--- src/hdl/aph_pkg.sv ---
// ----------------------------------------------------------------------------
// aph_pkg
// Shared types, constants and hash helpers for the archive path hash block.
// ----------------------------------------------------------------------------
package aph_pkg;

  localparam int CharW = 7;
  localparam int LenW  = 16;
  localparam int HashW = 32;
  localparam int OutW  = 64;
  localparam int ExtKeep = 4;

  localparam logic [LenW-1:0] LenMax = 16'hFFFF;

  // path characters
  localparam logic [CharW-1:0] ChSlash = 7'h2F;
  localparam logic [CharW-1:0] ChBack  = 7'h5C;
  localparam logic [CharW-1:0] ChUpA   = 7'h41;
  localparam logic [CharW-1:0] ChUpZ   = 7'h5A;
  localparam logic [CharW-1:0] ChDot   = 7'h2E;
  localparam logic [CharW-1:0] ChK     = 7'h6B;
  localparam logic [CharW-1:0] ChF     = 7'h66;
  localparam logic [CharW-1:0] ChN     = 7'h6E;
  localparam logic [CharW-1:0] ChI     = 7'h69;
  localparam logic [CharW-1:0] ChD     = 7'h64;
  localparam logic [CharW-1:0] ChS     = 7'h73;
  localparam logic [CharW-1:0] ChW     = 7'h77;
  localparam logic [CharW-1:0] ChA     = 7'h61;
  localparam logic [CharW-1:0] ChV     = 7'h76;

  // extension flag bits
  localparam logic [HashW-1:0] FlagKf  = 32'h0000_0080;
  localparam logic [HashW-1:0] FlagNif = 32'h0000_8000;
  localparam logic [HashW-1:0] FlagDds = 32'h0000_8080;
  localparam logic [HashW-1:0] FlagWav = 32'h8000_0000;

  // accumulated state of one path, also the snapshot handed to the final stage
  typedef struct packed {
    logic [LenW-1:0]               name_len;
    logic [CharW-1:0]              first_char;
    logic [CharW-1:0]              dly0;
    logic [CharW-1:0]              dly1;
    logic [HashW-1:0]              name_hash;
    logic [HashW-1:0]              ext_hash;
    logic [ExtKeep-1:0][CharW-1:0] ext_chars;
    logic [LenW-1:0]               ext_len;
  } aph_state_t;

  // ascii lowercase
  function automatic logic [CharW-1:0] to_lower(input logic [CharW-1:0] c);
    logic [CharW-1:0] r;
    r = c;
    if (c >= ChUpA && c <= ChUpZ) r = c + 7'd32;
    return r;
  endfunction

  // h * 0x1003f + c as shift-add, modulo 2^32
  function automatic logic [HashW-1:0] hash_step(input logic [HashW-1:0] h,
                                                 input logic [CharW-1:0] c);
    return (h << 16) + (h << 6) - h + {{(HashW-CharW){1'b0}}, c};
  endfunction

endpackage

--- src/hdl/aph_accum.sv ---
// ----------------------------------------------------------------------------
// aph_accum
// Per-character state update and end-of-path snapshot register.
// ----------------------------------------------------------------------------
module aph_accum (
  input  logic                      clk,
  input  logic                      rst_n,
  input  logic                      item_valid,
  input  logic [aph_pkg::CharW-1:0] item_ch,
  input  logic                      item_is_ext,
  input  logic                      item_has_char,
  input  logic                      item_last,
  output logic                      item_take,
  input  logic                      snap_ready,
  output logic                      snap_valid,
  output aph_pkg::aph_state_t       snap
);
  import aph_pkg::*;

  aph_state_t       state_r;
  aph_state_t       state_nxt;
  aph_state_t       snap_r;
  logic             snap_valid_r;
  logic [CharW-1:0] name_c;
  logic [CharW-1:0] ext_c;

  // a last word waits for room in the snapshot register
  assign item_take = item_valid && (!item_last || snap_ready);

  // next state for the word in the input register
  always_comb begin
    name_c    = to_lower((item_ch == ChSlash) ? ChBack : item_ch);
    ext_c     = to_lower(item_ch);
    state_nxt = state_r;
    if (item_has_char && !item_is_ext) begin
      if (state_r.name_len >= 16'd3) begin
        state_nxt.name_hash = hash_step(state_r.name_hash, state_r.dly1);
      end
      state_nxt.dly1 = state_r.dly0;
      state_nxt.dly0 = name_c;
      if (state_r.name_len == '0) state_nxt.first_char = name_c;
      if (state_r.name_len != LenMax) state_nxt.name_len = state_r.name_len + 16'd1;
    end else if (item_has_char) begin
      state_nxt.ext_hash = hash_step(state_r.ext_hash, ext_c);
      if (state_r.ext_len < 16'(ExtKeep)) begin
        state_nxt.ext_chars[state_r.ext_len[1:0]] = ext_c;
      end
      if (state_r.ext_len != LenMax) state_nxt.ext_len = state_r.ext_len + 16'd1;
    end
  end

  // running state, cleared after each path
  always_ff @(posedge clk) begin
    if (!rst_n) begin
      state_r <= '0;
    end else if (item_take) begin
      state_r <= item_last ? '0 : state_nxt;
    end
  end

  // snapshot of a finished path
  always_ff @(posedge clk) begin
    if (!rst_n) begin
      snap_valid_r <= 1'b0;
    end else if (snap_ready) begin
      snap_valid_r <= item_take && item_last;
    end
  end

  always_ff @(posedge clk) begin
    if (item_take && item_last) begin
      snap_r <= state_nxt;
    end
  end

  assign snap_valid = snap_valid_r;
  assign snap       = snap_r;

endmodule

--- src/hdl/aph_final.sv ---
// ----------------------------------------------------------------------------
// aph_final
// Builds the 64-bit hash from a path snapshot and holds it for the receiver.
// ----------------------------------------------------------------------------
module aph_final (
  input  logic                     clk,
  input  logic                     rst_n,
  input  logic                     snap_valid,
  input  aph_pkg::aph_state_t      snap,
  output logic                     snap_ready,
  output logic                     out_valid,
  output logic [aph_pkg::OutW-1:0] out_hash,
  input  logic                     out_stall
);
  import aph_pkg::*;

  logic             out_valid_r;
  logic [OutW-1:0]  hash_r;
  logic [OutW-1:0]  hash_nxt;
  logic [HashW-1:0] low;
  logic [HashW-1:0] flags;
  logic             is_kf;
  logic             is_nif;
  logic             is_dds;
  logic             is_wav;
  logic             len4;

  assign snap_ready = !out_valid_r || !out_stall;

  // extension match, exact length and characters
  always_comb begin
    len4   = (snap.ext_len == 16'd4);
    is_kf  = (snap.ext_len == 16'd3) && snap.ext_chars[0] == ChDot &&
             snap.ext_chars[1] == ChK && snap.ext_chars[2] == ChF;
    is_nif = len4 && snap.ext_chars[0] == ChDot && snap.ext_chars[1] == ChN &&
             snap.ext_chars[2] == ChI && snap.ext_chars[3] == ChF;
    is_dds = len4 && snap.ext_chars[0] == ChDot && snap.ext_chars[1] == ChD &&
             snap.ext_chars[2] == ChD && snap.ext_chars[3] == ChS;
    is_wav = len4 && snap.ext_chars[0] == ChDot && snap.ext_chars[1] == ChW &&
             snap.ext_chars[2] == ChA && snap.ext_chars[3] == ChV;
    priority if (is_kf) begin
      flags = FlagKf;
    end else if (is_nif) begin
      flags = FlagNif;
    end else if (is_dds) begin
      flags = FlagDds;
    end else if (is_wav) begin
      flags = FlagWav;
    end else begin
      flags = '0;
    end
  end

  // low word from kept characters, length and extension flags, high word from the two hashes
  always_comb begin
    low = {25'd0, snap.dly0};
    if (snap.name_len >= 16'd3) low = low | {17'd0, snap.dly1, 8'd0};
    low = low | {snap.name_len, 16'd0} | {1'b0, snap.first_char, 24'd0};
    if (snap.name_len == '0) begin
      hash_nxt = '0;
    end else begin
      hash_nxt = {snap.name_hash + snap.ext_hash, low | flags};
    end
  end

  // result register
  always_ff @(posedge clk) begin
    if (!rst_n) begin
      out_valid_r <= 1'b0;
    end else if (snap_ready) begin
      out_valid_r <= snap_valid;
    end
  end

  always_ff @(posedge clk) begin
    if (snap_ready && snap_valid) begin
      hash_r <= hash_nxt;
    end
  end

  assign out_valid = out_valid_r;
  assign out_hash  = hash_r;

endmodule

--- src/hdl/archive_path_hash.sv ---
// ----------------------------------------------------------------------------
// archive_path_hash
// Streaming archive file-name hash, one path character per word.
// ----------------------------------------------------------------------------
// The input channel carries one character per word: name characters with
// in_is_extension low, extension characters (dot included) with it high,
// in_has_char low for a word that carries no character, and in_last on the
// final word of a path. Only a last word produces a result: one 64-bit word
// on out_hash. A path with an empty name hashes to 0.
// A new word is accepted every cycle while in_stall is low. From the last word to
// out_valid a path passes the input register, the character update with path
// snapshot, and the result register that assembles the final hash. The character
// update, one shift-add multiply per cycle, sets the one-word-per-cycle rate.
// When the receiver stalls, the result register holds; further character
// words keep flowing until a path end reaches the input register, where it
// waits for the stall to clear, and in_stall is raised behind it.
// Synchronous reset clears all path state and empties every stage; after
// reset the block is ready at once.
// ----------------------------------------------------------------------------
module archive_path_hash (
  input  logic                      clk,
  input  logic                      rst_n,
  input  logic                      in_valid,
  output logic                      in_stall,
  input  logic [aph_pkg::CharW-1:0] in_ch,
  input  logic                      in_is_extension,
  input  logic                      in_has_char,
  input  logic                      in_last,
  output logic                      out_valid,
  input  logic                      out_stall,
  output logic [aph_pkg::OutW-1:0]  out_hash
);
  import aph_pkg::*;

  logic             s1_valid_r;
  logic [CharW-1:0] s1_ch_r;
  logic             s1_is_ext_r;
  logic             s1_has_char_r;
  logic             s1_last_r;
  logic             s1_take;
  logic             s1_ready;
  logic             snap_ready;
  logic             snap_valid;
  aph_state_t       snap;

  assign s1_ready = !s1_valid_r || s1_take;
  assign in_stall = !s1_ready;

  // input register
  always_ff @(posedge clk) begin
    if (!rst_n) begin
      s1_valid_r <= 1'b0;
    end else if (s1_ready) begin
      s1_valid_r <= in_valid;
    end
  end

  always_ff @(posedge clk) begin
    if (s1_ready && in_valid) begin
      s1_ch_r       <= in_ch;
      s1_is_ext_r   <= in_is_extension;
      s1_has_char_r <= in_has_char;
      s1_last_r     <= in_last;
    end
  end

  // character update and path snapshot
  aph_accum u_accum (
    .clk           (clk),
    .rst_n         (rst_n),
    .item_valid    (s1_valid_r),
    .item_ch       (s1_ch_r),
    .item_is_ext   (s1_is_ext_r),
    .item_has_char (s1_has_char_r),
    .item_last     (s1_last_r),
    .item_take     (s1_take),
    .snap_ready    (snap_ready),
    .snap_valid    (snap_valid),
    .snap          (snap)
  );

  // final hash and result register
  aph_final u_final (
    .clk        (clk),
    .rst_n      (rst_n),
    .snap_valid (snap_valid),
    .snap       (snap),
    .snap_ready (snap_ready),
    .out_valid  (out_valid),
    .out_hash   (out_hash),
    .out_stall  (out_stall)
  );

endmodule

--- config.mk ---
export PLATFORM = sky130hd
export DESIGN_NAME = archive_path_hash
export DESIGN_NICKNAME = d
export VERILOG_FILES = /design/src/hdl/aph_pkg.sv /design/src/hdl/aph_accum.sv /design/src/hdl/aph_final.sv /design/src/hdl/archive_path_hash.sv
export SDC_FILE = /design/constraint.sdc
export NUM_CORES = 1
export LEC_CHECK = 0
export BUFFER_PORTS_ARGS = -buffer_cell sky130_fd_sc_hd__buf_4
export CAP_MARGIN = 10
export CORE_MARGIN = 2
export CORE_UTILIZATION = 55
export CTS_CLUSTER_DIAMETER = 80
export DETAILED_ROUTE_END_ITERATION = 6
export MAX_ROUTING_LAYER = met4
export PLACE_DENSITY_LB_ADDON = 0.08
export SETUP_SLACK_MARGIN = 0.3
export SLEW_MARGIN = 40
export SYNTH_ARGS = -nofsm -noshare
export SYNTH_HDL_FRONTEND = slang
export SYNTH_SLANG_ARGS = --single-unit
--- constraint.sdc ---
create_clock -name clk -period 8.7 [get_ports clk]
set_clock_uncertainty 0.1 [all_clocks]
set_input_delay 1.305 -clock clk [delete_from_list [all_inputs] [get_ports clk]]
set_output_delay 1.305 -clock clk [all_outputs]
set_load 0.02 [all_outputs]
After elaboration in Yosys (flattened, before gate mapping)
Cells that the tools add are included.
Word-level totals
  bits in registers: 367
  input bits: 14
Cells by class
  reduce and logical (&&, ||, !) cells: 32
  bitwise logic cells: 4
  order comparisons: 9
  equality and inequality tests: 17
  add/subtract/negate cells: 11
  mux-type cells: 20
Operator list (count)
  $mux W32: 6
  $mux W76: 2
  $mux W145: 1
  $add A32 B32 Y32: 3
  $eq A7 B7 Y1 const B: 11
  $mux W69: 1
  $add A32 B7 Y32: 2
  $or A32 B32 Y32: 2
  $sub A32 B32 Y32: 2
  $mux W7: 5
  $add A16 B1 Y16 const B: 2
  $ge A16 B2 Y1 const B: 2
  $logic_not A16 Y1: 2
  $mux W16: 2
  $ne A16 B16 Y1 const B: 2
  $or A32 B31 Y32: 1
  $bwmux W28: 1
  $mux W28: 1
  $logic_and A1 B1 Y1: 21
  $eq A16 B2 Y1 const B: 1
  $eq A16 B3 Y1 const B: 1
  $lt A16 B3 Y1 const B: 1
  $or A7 B15 Y15: 1
  $add A7 B6 Y7 const B: 2
  other kinds (8): 18

Longest topological paths before layout
Gate-level depths: netlist (run 1).
  depth after elaboration: 10
  depth in mapped cells: 21
  depth with buffers taken out: 20

Cells and area by module
A second synthesis (run 1) with hierarchy kept.
Unflattened totals
  cell total of the unflattened synthesis: 2095
  area total of the unflattened synthesis: 21064.0 µm²
Modules (own cells, without submodules)
  aph_accum: times used 1, cells an instance 1656, area each 16418.2 µm²
  aph_final: times used 1, cells an instance 425, area each 4297.9 µm²
  archive_path_hash: times used 1, cells an instance 14, area each 347.8 µm²

Least setup slack after synthesis (run 1)
OpenSTA, ideal clock, no wires.
  path kind: input to register
  start: input port out_stall
  end: register u_final.hash_r[0] (netlist: u_final.out_hash[0]) (enable)
  path buffers: 0
  path slack: 2.043 ns
  stages on the path: 1
  data arrival time: 5.974 ns
  setup time: 0.583 ns
  cell sequence: a21boi_0
On the way
  cells in the longest elaborated chain, start to end: 3
Ends and longest elaborated chain
  from (decl): line archive_path_hash.sv:30  | input logic out_stall,
  $logic_not A1 Y1: line aph_final.sv:28  | assign snap_ready = !out_valid_r || !out_stall;
  $logic_or A1 B1 Y1: line aph_final.sv:28
  $logic_and A1 B1 Y1: line aph_final.sv:76  | if (snap_ready && snap_valid) begin
  to (signal assigned): line aph_final.sv:77  | hash_r <= hash_nxt;
  to (decl): line aph_final.sv:18  | logic [OutW-1:0] hash_r;
Every way passes these cells.
A chain may end at the register's enable or synchronous reset.

==> reports/summary.log, run 1 <==
[run_status] status finished, final reports clean
[route] router iterations before antenna repair 6
[route] routed wire length 53.22 mm
[clock_network] CTS sink count 367
[critical_path] startpoint types flop
[timing] headroom to the max-slew limit 43.10%
[yosys] Synth warnings 0
[clock_network] cell chosen for the clock root sky130_fd_sc_hd__clkbuf_16
[yosys] combined area of all synthesized cells 20850 um2
[global_routing] pin count of the biggest net entering global routing 88
[timing] count of final setup violators 0
[clock_network] H-Tree Level Count 2
[critical_path] crit path capture type flop
[clock_network] post-CTS sizing 0
[cells_and_area] synthesis-to-finish area growth 11.32%
[timing] worst slew pin tran 850.4 ps
[global_routing] initial antenna violation count 1
[yosys] count of state elements after synthesis 367
[clock_network] number of setup buffers added after CTS 0
[timing] setup repair after global routing missed its margin false
[critical_path] Critical R2R Launch s1_ch_r[2]
[clock_network] clock transition time at the flip-flop clock pins of the worst setup and hold paths 60 ps
[placement] weighted congestion reported at the end of routability-driven placement 0.9700
[hold_path] capture endpoint of the worst hold path u_final.out_hash[18]
[pwr] power density over the cells 178.8 nW/um2
[placement] # placed instances 2612
[route] vias 15680
[clock_network] post-cts hold buffer count 0
[critical_path] worst path required time 8910 ps
[yosys] fraction of registers with async set or reset after synthesis 0%
[route] Vias per Instance 5.832
[yosys] EDFF count, synth 219
[route] uppermost routed layer met4
[cells_and_area] non-filler cells, final 2688
[critical_path] worst-case register-to-register setup slack 3460 ps
[route] average routed wire per standard cell 19.80 um
[yosys] prevailing post-synth register cell sky130_fd_sc_hd__edfxtp_1
[timing] part of the cycle the worst path needs 60.27%
[yosys] mean instance size in the synthesized netlist 9.910 um2
[yosys] leading area contributor after synthesis sky130_fd_sc_hd__edfxtp_1
[route] DRC violation count after routing 0
[clock_network] clock buffer depth 3
[placement] count of input and output buffers 79
[die] die span in y 198.7 um
[cells_and_area] post-layout utilization of the core 61.92%
[cells_and_area] number of nets in the layout 2324
[yosys] Distinct cells, synth 77
[route] first-iteration detailed-routing DRC count 1250
[placement] DPL Wire Length 38.52 mm
[timing] Final Slew Violations 0
[critical_path] logic depth of the worst register-to-register path 19
[critical_path] worst reg2reg path endpoint u_accum.snap[74]
[global_routing] GRT Overall Usage 28.27%
[run] max cap viols 0
[die] initial core utilization 55.62%
[timing] final hold vios 0
[hold_path] instance count along the most critical hold path 0
[die] die area 39490 um2
[yosys] sequential fraction of the synthesis area 45.75%
[hold_path] startpoint of the tightest hold check path u_accum.snap[131]
[die] top-level port count 80
[route] sum of routed wire segments on met1 25.55 mm
[timing] shortest period the worst path allows 5244 ps
[yosys] post-synthesis cell count 2104
[global_routing] number of global-route vias before repair 14630
[hold_path] type of the worst min-delay path flop to flop
[route] ANT nets after route 0
[cells_and_area] fraction of final layout cells sized beyond drive strength 1 9.881%
[clock_network] latest clock arrival within the worst-skew pair 570 ps
[clock_network] number of buffers inserted during clock tree synthesis 41
[critical_path] Setup CP Type flop to flop
[yosys] number of nets produced by synthesis 2284
[pwr] P_leak 9.170 nW
[die] Std-Cell Rows 71
[critical_path] crit path DAT 5450 ps
[timing] Fmax achieved 190.7 MHz
[clock_network] clock tree from TritonCTS yes
[yosys] largest cells by area after synthesis sky130_fd_sc_hd__edfxtp_1, sky130_fd_sc_hd__dfxtp_1, sky130_fd_sc_hd__ha_1
[global_routing] final global-route overflow total 0
[global_routing] first-pass GRT wire length 82.64 mm
[die] Chip Width 198.7 um
[route] met2 wire length 22.37 mm
[yosys] top cell type's share of synthesized area 31.54%
[timing] final-layout setup total negative slack 0 ps
[die] Core Box Area 37490 um2
[route] met3 WL post-DR 3.802 mm
[critical_path] CP max FO 10
[pwr] Max IR drop VDD 0.0001428 V
how the worst max path moves through the flow:
stage / startpoint / to / cells past startpoint
2_1_floorplan: out_stall / u_final.out_hash[0] / 1
5_1_grt: s1_ch_r[2] / u_accum.snap[74] / 19
6_report: s1_ch_r[2] / u_accum.snap[74] / 19
4_1_cts: s1_ch_r[2] / u_accum.snap[74] / 19
3_5_place_dp: s1_ch_r[2] / u_accum.snap[74] / 19
3_3_place_gp: s1_ch_r[1] / u_accum.snap[74] / 19
cell type report:
class                   instances  area, um2
clock buffers                  60       1189
fillers                      3162      14280
inverters                     161      611.8
diodes                          1      2.502
flip-flops and latches        367       9539
repair buffers                 95      720.7
well taps                     511      639.4
clock inverters                15      126.4
multi-input cells            1478      10380
registers in the layout, indices dropped and copies added, names as in the netlist, 7 cells and up:
| register | count |
|---|---|
| u_final.out_hash | 64 |
| u_accum.state_r | 145 |
| s1_ch_r | 7 |
| u_accum.snap | 145 |
Yosys cell counts (9+ instances only):
master	n
sky130_fd_sc_hd__and2_1	34
sky130_fd_sc_hd__o31ai_1	11
sky130_fd_sc_hd__nand2b_1	16
sky130_fd_sc_hd__ha_1	131
sky130_fd_sc_hd__inv_1	161
sky130_fd_sc_hd__nor3_1	24
sky130_fd_sc_hd__dfxtp_1	148
sky130_fd_sc_hd__xnor2_1	70
sky130_fd_sc_hd__clkbuf_1	86
sky130_fd_sc_hd__fa_1	35
sky130_fd_sc_hd__a21o_1	55
sky130_fd_sc_hd__a22o_1	31
sky130_fd_sc_hd__mux2_2	31
sky130_fd_sc_hd__and3_1	18
sky130_fd_sc_hd__nand4_1	17
sky130_fd_sc_hd__nor2_1	114
sky130_fd_sc_hd__edfxtp_1	219
sky130_fd_sc_hd__xor2_1	36
sky130_fd_sc_hd__o21ai_0	125
sky130_fd_sc_hd__a22oi_1	82
sky130_fd_sc_hd__o21ai_1	9
sky130_fd_sc_hd__nand2_1	210
sky130_fd_sc_hd__a21oi_1	123
sky130_fd_sc_hd__o21a_1	16
sky130_fd_sc_hd__nor2b_1	102
sky130_fd_sc_hd__nor4_1	16
sky130_fd_sc_hd__nand3_1	41
routing by layer:
metal / vias to the layer above / track usage, %
met5: - / -
met4: 0 / 8.651
met3: 90 / 4.171
met2: 526 / 40.38
met1: 7474 / 41.50
li1: 7587 / -
worst max-delay path: stages (launching register included):
cell	delay [ps]
sky130_fd_sc_hd__edfxtp_1	550
sky130_fd_sc_hd__or2_2	380
sky130_fd_sc_hd__nor4_1	270
sky130_fd_sc_hd__a21oi_1	70
sky130_fd_sc_hd__o22ai_1	260
sky130_fd_sc_hd__nor2_1	70
sky130_fd_sc_hd__a21oi_1	460
sky130_fd_sc_hd__fa_1	280
sky130_fd_sc_hd__inv_1	50
sky130_fd_sc_hd__ha_1	360
sky130_fd_sc_hd__a21o_1	210
sky130_fd_sc_hd__a21oi_1	130
sky130_fd_sc_hd__o21ai_0	100
sky130_fd_sc_hd__or3_1	350
sky130_fd_sc_hd__o21ai_1	280
sky130_fd_sc_hd__a21oi_1	190
sky130_fd_sc_hd__o21ai_1	280
sky130_fd_sc_hd__o21ai_0	160
sky130_fd_sc_hd__xor2_1	170
sky130_fd_sc_hd__mux2_2	270
power by group:
part | internal [mW] | switching, mW
clock network | 0.982 | 0.711
logic | 0.223 | 0.325
registers | 1.88 | 0.0272
total | 3.09 | 1.06
logic make-up after synthesis:
logic type | synth area share [%]
and+or+nand+nor | 15.21
AOI/OAI and AO/OA | 16.76
xor gates and xnor gates | 4.452
adders and majority gates | 11.22
buffers and inverters | 4.692
muxes | 1.914
DFF | 45.75
metrics by stage:
stage / hold WS (ps) / power (mW) / cell area, um2 / worst slack, ps
final: 349.5 / 4.149 / 23210 / 3456
after global routing: 362.0 / 4.309 / 23210 / 3059
after CTS: 351.6 / 4.177 / 23200 / 3509
after detailed placement: 336.7 / 2.487 / 21890 / 3517
after global placement: 344.2 / 2.479 / 21870 / 3553
after floorplan: 338.5 / 2.355 / 20850 / 2043
cell usage in the layout (no fill, tap or decap), types with 32 or more instances in the layout:
cell / count
sky130_fd_sc_hd__xor2_1: 36
sky130_fd_sc_hd__nor2b_1: 101
sky130_fd_sc_hd__inv_1: 160
sky130_fd_sc_hd__nand2_1: 209
sky130_fd_sc_hd__dfxtp_1: 148
sky130_fd_sc_hd__a21o_1: 55
sky130_fd_sc_hd__o21ai_0: 125
sky130_fd_sc_hd__a21oi_1: 123
sky130_fd_sc_hd__nand3_1: 41
sky130_fd_sc_hd__edfxtp_1: 219
sky130_fd_sc_hd__clkbuf_16: 42
sky130_fd_sc_hd__nor2_1: 113
sky130_fd_sc_hd__ha_1: 131
sky130_fd_sc_hd__buf_4: 93
sky130_fd_sc_hd__fa_1: 35
sky130_fd_sc_hd__and2_1: 32
sky130_fd_sc_hd__xnor2_1: 70
sky130_fd_sc_hd__a22oi_1: 82
No activity file was read; power rests on OpenSTA's default activity.
==> run 2: changes to the inputs <==
==> constraint.sdc (replaced) <==
create_clock -name clk -period 4.9 [get_ports clk]
set_clock_uncertainty 0.1 [all_clocks]
set_input_delay 0.735 -clock clk [delete_from_list [all_inputs] [get_ports clk]]
set_output_delay 0.735 -clock clk [all_outputs]
set_load 0.02 [all_outputs]
==> run 2 against run 1 <==
  * Sequential power rose by 77%
  * Die area did not move
  * First-iteration DRC count rose by 4.0%
  * Cell count rose by 0.82%
  * Global-route usage fell by 0.34 points
  * Critical path depth rose by 1
  * Combinational power rose by 90%
  * Utilization rose by 1.2 points
  * Critical path type unchanged
  * Critical endpoint is now u_accum.snap[72]
==> reports/summary.log, run 2 (synthesized netlist as in run 1, its figures left out) <==
[clock_network] clock tree from TritonCTS yes
[hold_path] instance count along the most critical hold path 1
[pwr] P_leak 9.391 nW
[route] vias 15640
[critical_path] Critical Path Sink u_accum.snap[72]
[clock_network] number of buffers inserted during clock tree synthesis 42
[clock_network] latest clock arrival within the worst-skew pair 580 ps
[run] max cap viols 0
[cells_and_area] count of inserted antenna diode cells 0
[critical_path] worst path required time 5110 ps
[placement] count of input and output buffers 79
[placement] # placed instances 2626
[placement] weighted congestion reported at the end of routability-driven placement 0.9473
[timing] Final Slew Violations 0
[die] die area 39490 um2
[critical_path] ordered list of cells on the worst path or2_4 -> nor3_2 -> nand3_1 -> a21oi_2 -> o22ai_2 -> nor2_1 -> a21oi_2 -> fa_2 -> inv_1 -> ha_4 -> a21o_1 -> a21oi_2 -> o21ai_2 -> or3_4 -> o2111ai_4 -> nand4b_1 -> a31oi_1 -> o21ai_1 -> xor2_1 -> mux2_2
[timing] setup repair after global routing missed its margin true
[clock_network] cell chosen for the clock root sky130_fd_sc_hd__clkbuf_16
[placement] placed standard-cell area 22010 um2
[critical_path] timing startpoint of the critical path s1_ch_r[2]
[die] initial core utilization 55.62%
[clock_network] clock buffer depth 3
[pwr] power density over the cells 327.8 nW/um2
[timing] shortest period the worst path allows 4476 ps
[critical_path] biggest cell delay along the critical path 540 ps
[cells_and_area] synthesis-to-finish area growth 13.55%
[global_routing] initial antenna violation count 0
[critical_path] Critical Path Most Common Cell sky130_fd_sc_hd__a21oi_2
[route] routed wire length 52.76 mm
[cells_and_area] non-filler cells, final 2710
[global_routing] first-pass GRT wire length 82.18 mm
[cells_and_area] commonest cells after routing, fill and taps aside sky130_fd_sc_hd__edfxtp_1, sky130_fd_sc_hd__nand2_1, sky130_fd_sc_hd__inv_1, sky130_fd_sc_hd__dfxtp_1, sky130_fd_sc_hd__ha_1
[route] router iterations before antenna repair 6
[critical_path] CP max FO 4
[timing] final-layout setup total negative slack 0 ps
[timing] headroom to the max-slew limit 43.18%
[cells_and_area] final cell area excluding filler cells 23680 um2
[clock_network] H-Tree Level Count 2
[critical_path] logic depth of the worst register-to-register path 20
[pwr] proportion of power drawn by the clock network 43.0%
[route] average routed wire per standard cell 19.47 um
[critical_path] Crit-path slowest cell sky130_fd_sc_hd__fa_2
[clock_network] clock transition time at the flip-flop clock pins of the worst setup and hold paths 60 ps
[route] first-iteration detailed-routing DRC count 1300
[clock_network] post-cts hold buffer count 0
[timing] final hold vios 0
[die] Core Box Area 37490 um2
[die] Std-Cell Rows 71
[pwr] Overall Power 7.761 mW
[placement] DPL Wire Length 38.54 mm
[pwr] power dissipated by switching net loads 1.939 mW
[critical_path] Setup CP Type flop to flop
[run_status] status finished, final reports clean
[global_routing] final global-route overflow total 0
[pwr] switching share of total power 24.98%
[critical_path] crit path capture type flop
[pwr] Max IR drop VDD 0.0002376 V
[timing] Fmax achieved 223.4 MHz
[cells_and_area] fraction of final layout cells sized beyond drive strength 1 11.96%
[pwr] register share of total power 43.6%
[critical_path] worst reg2reg path endpoint u_accum.snap[72]
[die] Chip Width 198.7 um
[global_routing] number of global-route vias before repair 14630
[cells_and_area] commonest non-fill, non-tap cell in the layout sky130_fd_sc_hd__edfxtp_1
[route] ANT nets after route 0
[critical_path] worst-case register-to-register setup slack 420 ps
[timing] worst slew pin tran 852.3 ps
[route] Vias per Instance 5.770
[critical_path] crit path DAT 4690 ps
[pwr] Gate power share 13.4%
[timing] count of final setup violators 0
[cells_and_area] number of nets in the layout 2346
[route] DRC violation count after routing 0
[die] top-level port count 80
[hold_path] type of the worst min-delay path input pin to flop
[timing] part of the cycle the worst path needs 91.36%
[critical_path] startpoint types flop
[timing] final-layout worst hold slack 230.9 ps
[die] die span in y 198.7 um
[global_routing] pin count of the biggest net entering global routing 88
[critical_path] Critical R2R Launch s1_ch_r[2]
[global_routing] GRT Overall Usage 27.92%
[clock_network] CTS sink count 367
[pwr] Int Pwr 5.822 mW
run 2: worst min-delay path by stage:
| stage | startpoint | end |
|---|---|---|
| after floorplan | u_accum.state_r[128] | u_accum.state_r[128] |
| after global routing | in_last | s1_last_r |
| after CTS | in_last | s1_last_r |
| after global placement | u_accum.snap[134] | u_final.out_hash[21] |
| final | in_is_extension | s1_is_ext_r |
| after detailed placement | u_accum.snap[134] | u_final.out_hash[21] |
run 2: layout make-up:
class                           instances  area, um2
Inverter                              161      609.3
Multi-Input combinational cell       1478      10490
Timing Repair Buffer                  116      909.6
Fill cell                            3168      13810
Clock buffer                           57       1197
Clock inverter                         20      287.8
Sequential cell                       367       9539
Tap cell                              511      639.4
run 2: critical path, delay by kind of cell (launching register included):
family,cells,cell delay [ps]
flip-flops,1,380
buffers and inverters,1,60
multiplexers,1,270
AO/OA/AOI/OAI,9,1260
AND/OR/NAND/NOR,6,1270
adder cells (fa/ha/maj),2,700
XOR/XNOR,1,160
run 2: repair_timing:
| action | in CTS | in global routing |
|---|---|---|
| setup endpoints to repair | 3 | 12 |
| resized for setup | 4 | 18 |
| pin swaps | 2 | 17 |
| setup buffers | 0 | 7 |
run 2: routing by layer:
metal	part of all wire (%)	vias to the layer above	GRT usage (%)	routed length, um
met4	2.0	0	7.656	1029
met2	43	448	40.73	22660
met5	0	-	-	0
met3	5.9	77	4.069	3124
li1	-	7627	-	-
met1	49	7484	40.68	25950
run 2: power groups by stage:
stage	clock [mW]	sequential [mW]	combinational, mW
after CTS	3.39	3.38	0.992
after global placement	0	3.45	0.959
after floorplan	0	3.44	0.738
final	3.34	3.39	1.04
after global routing	3.50	3.39	1.15
after detailed placement	0	3.45	0.977
run 2: stage by stage:
| stage | setup slack, ps | util (%) |
|---|---|---|
| 3_5_place_dp | 235.8 | 58.72 |
| 2_1_floorplan | 355.9 | - |
| 6_report | 423.6 | 63.16 |
| 4_1_cts | 302.9 | 62.76 |
| 3_3_place_gp | 288.6 | 58.60 |
| 5_1_grt | 208.6 | 63.16 |
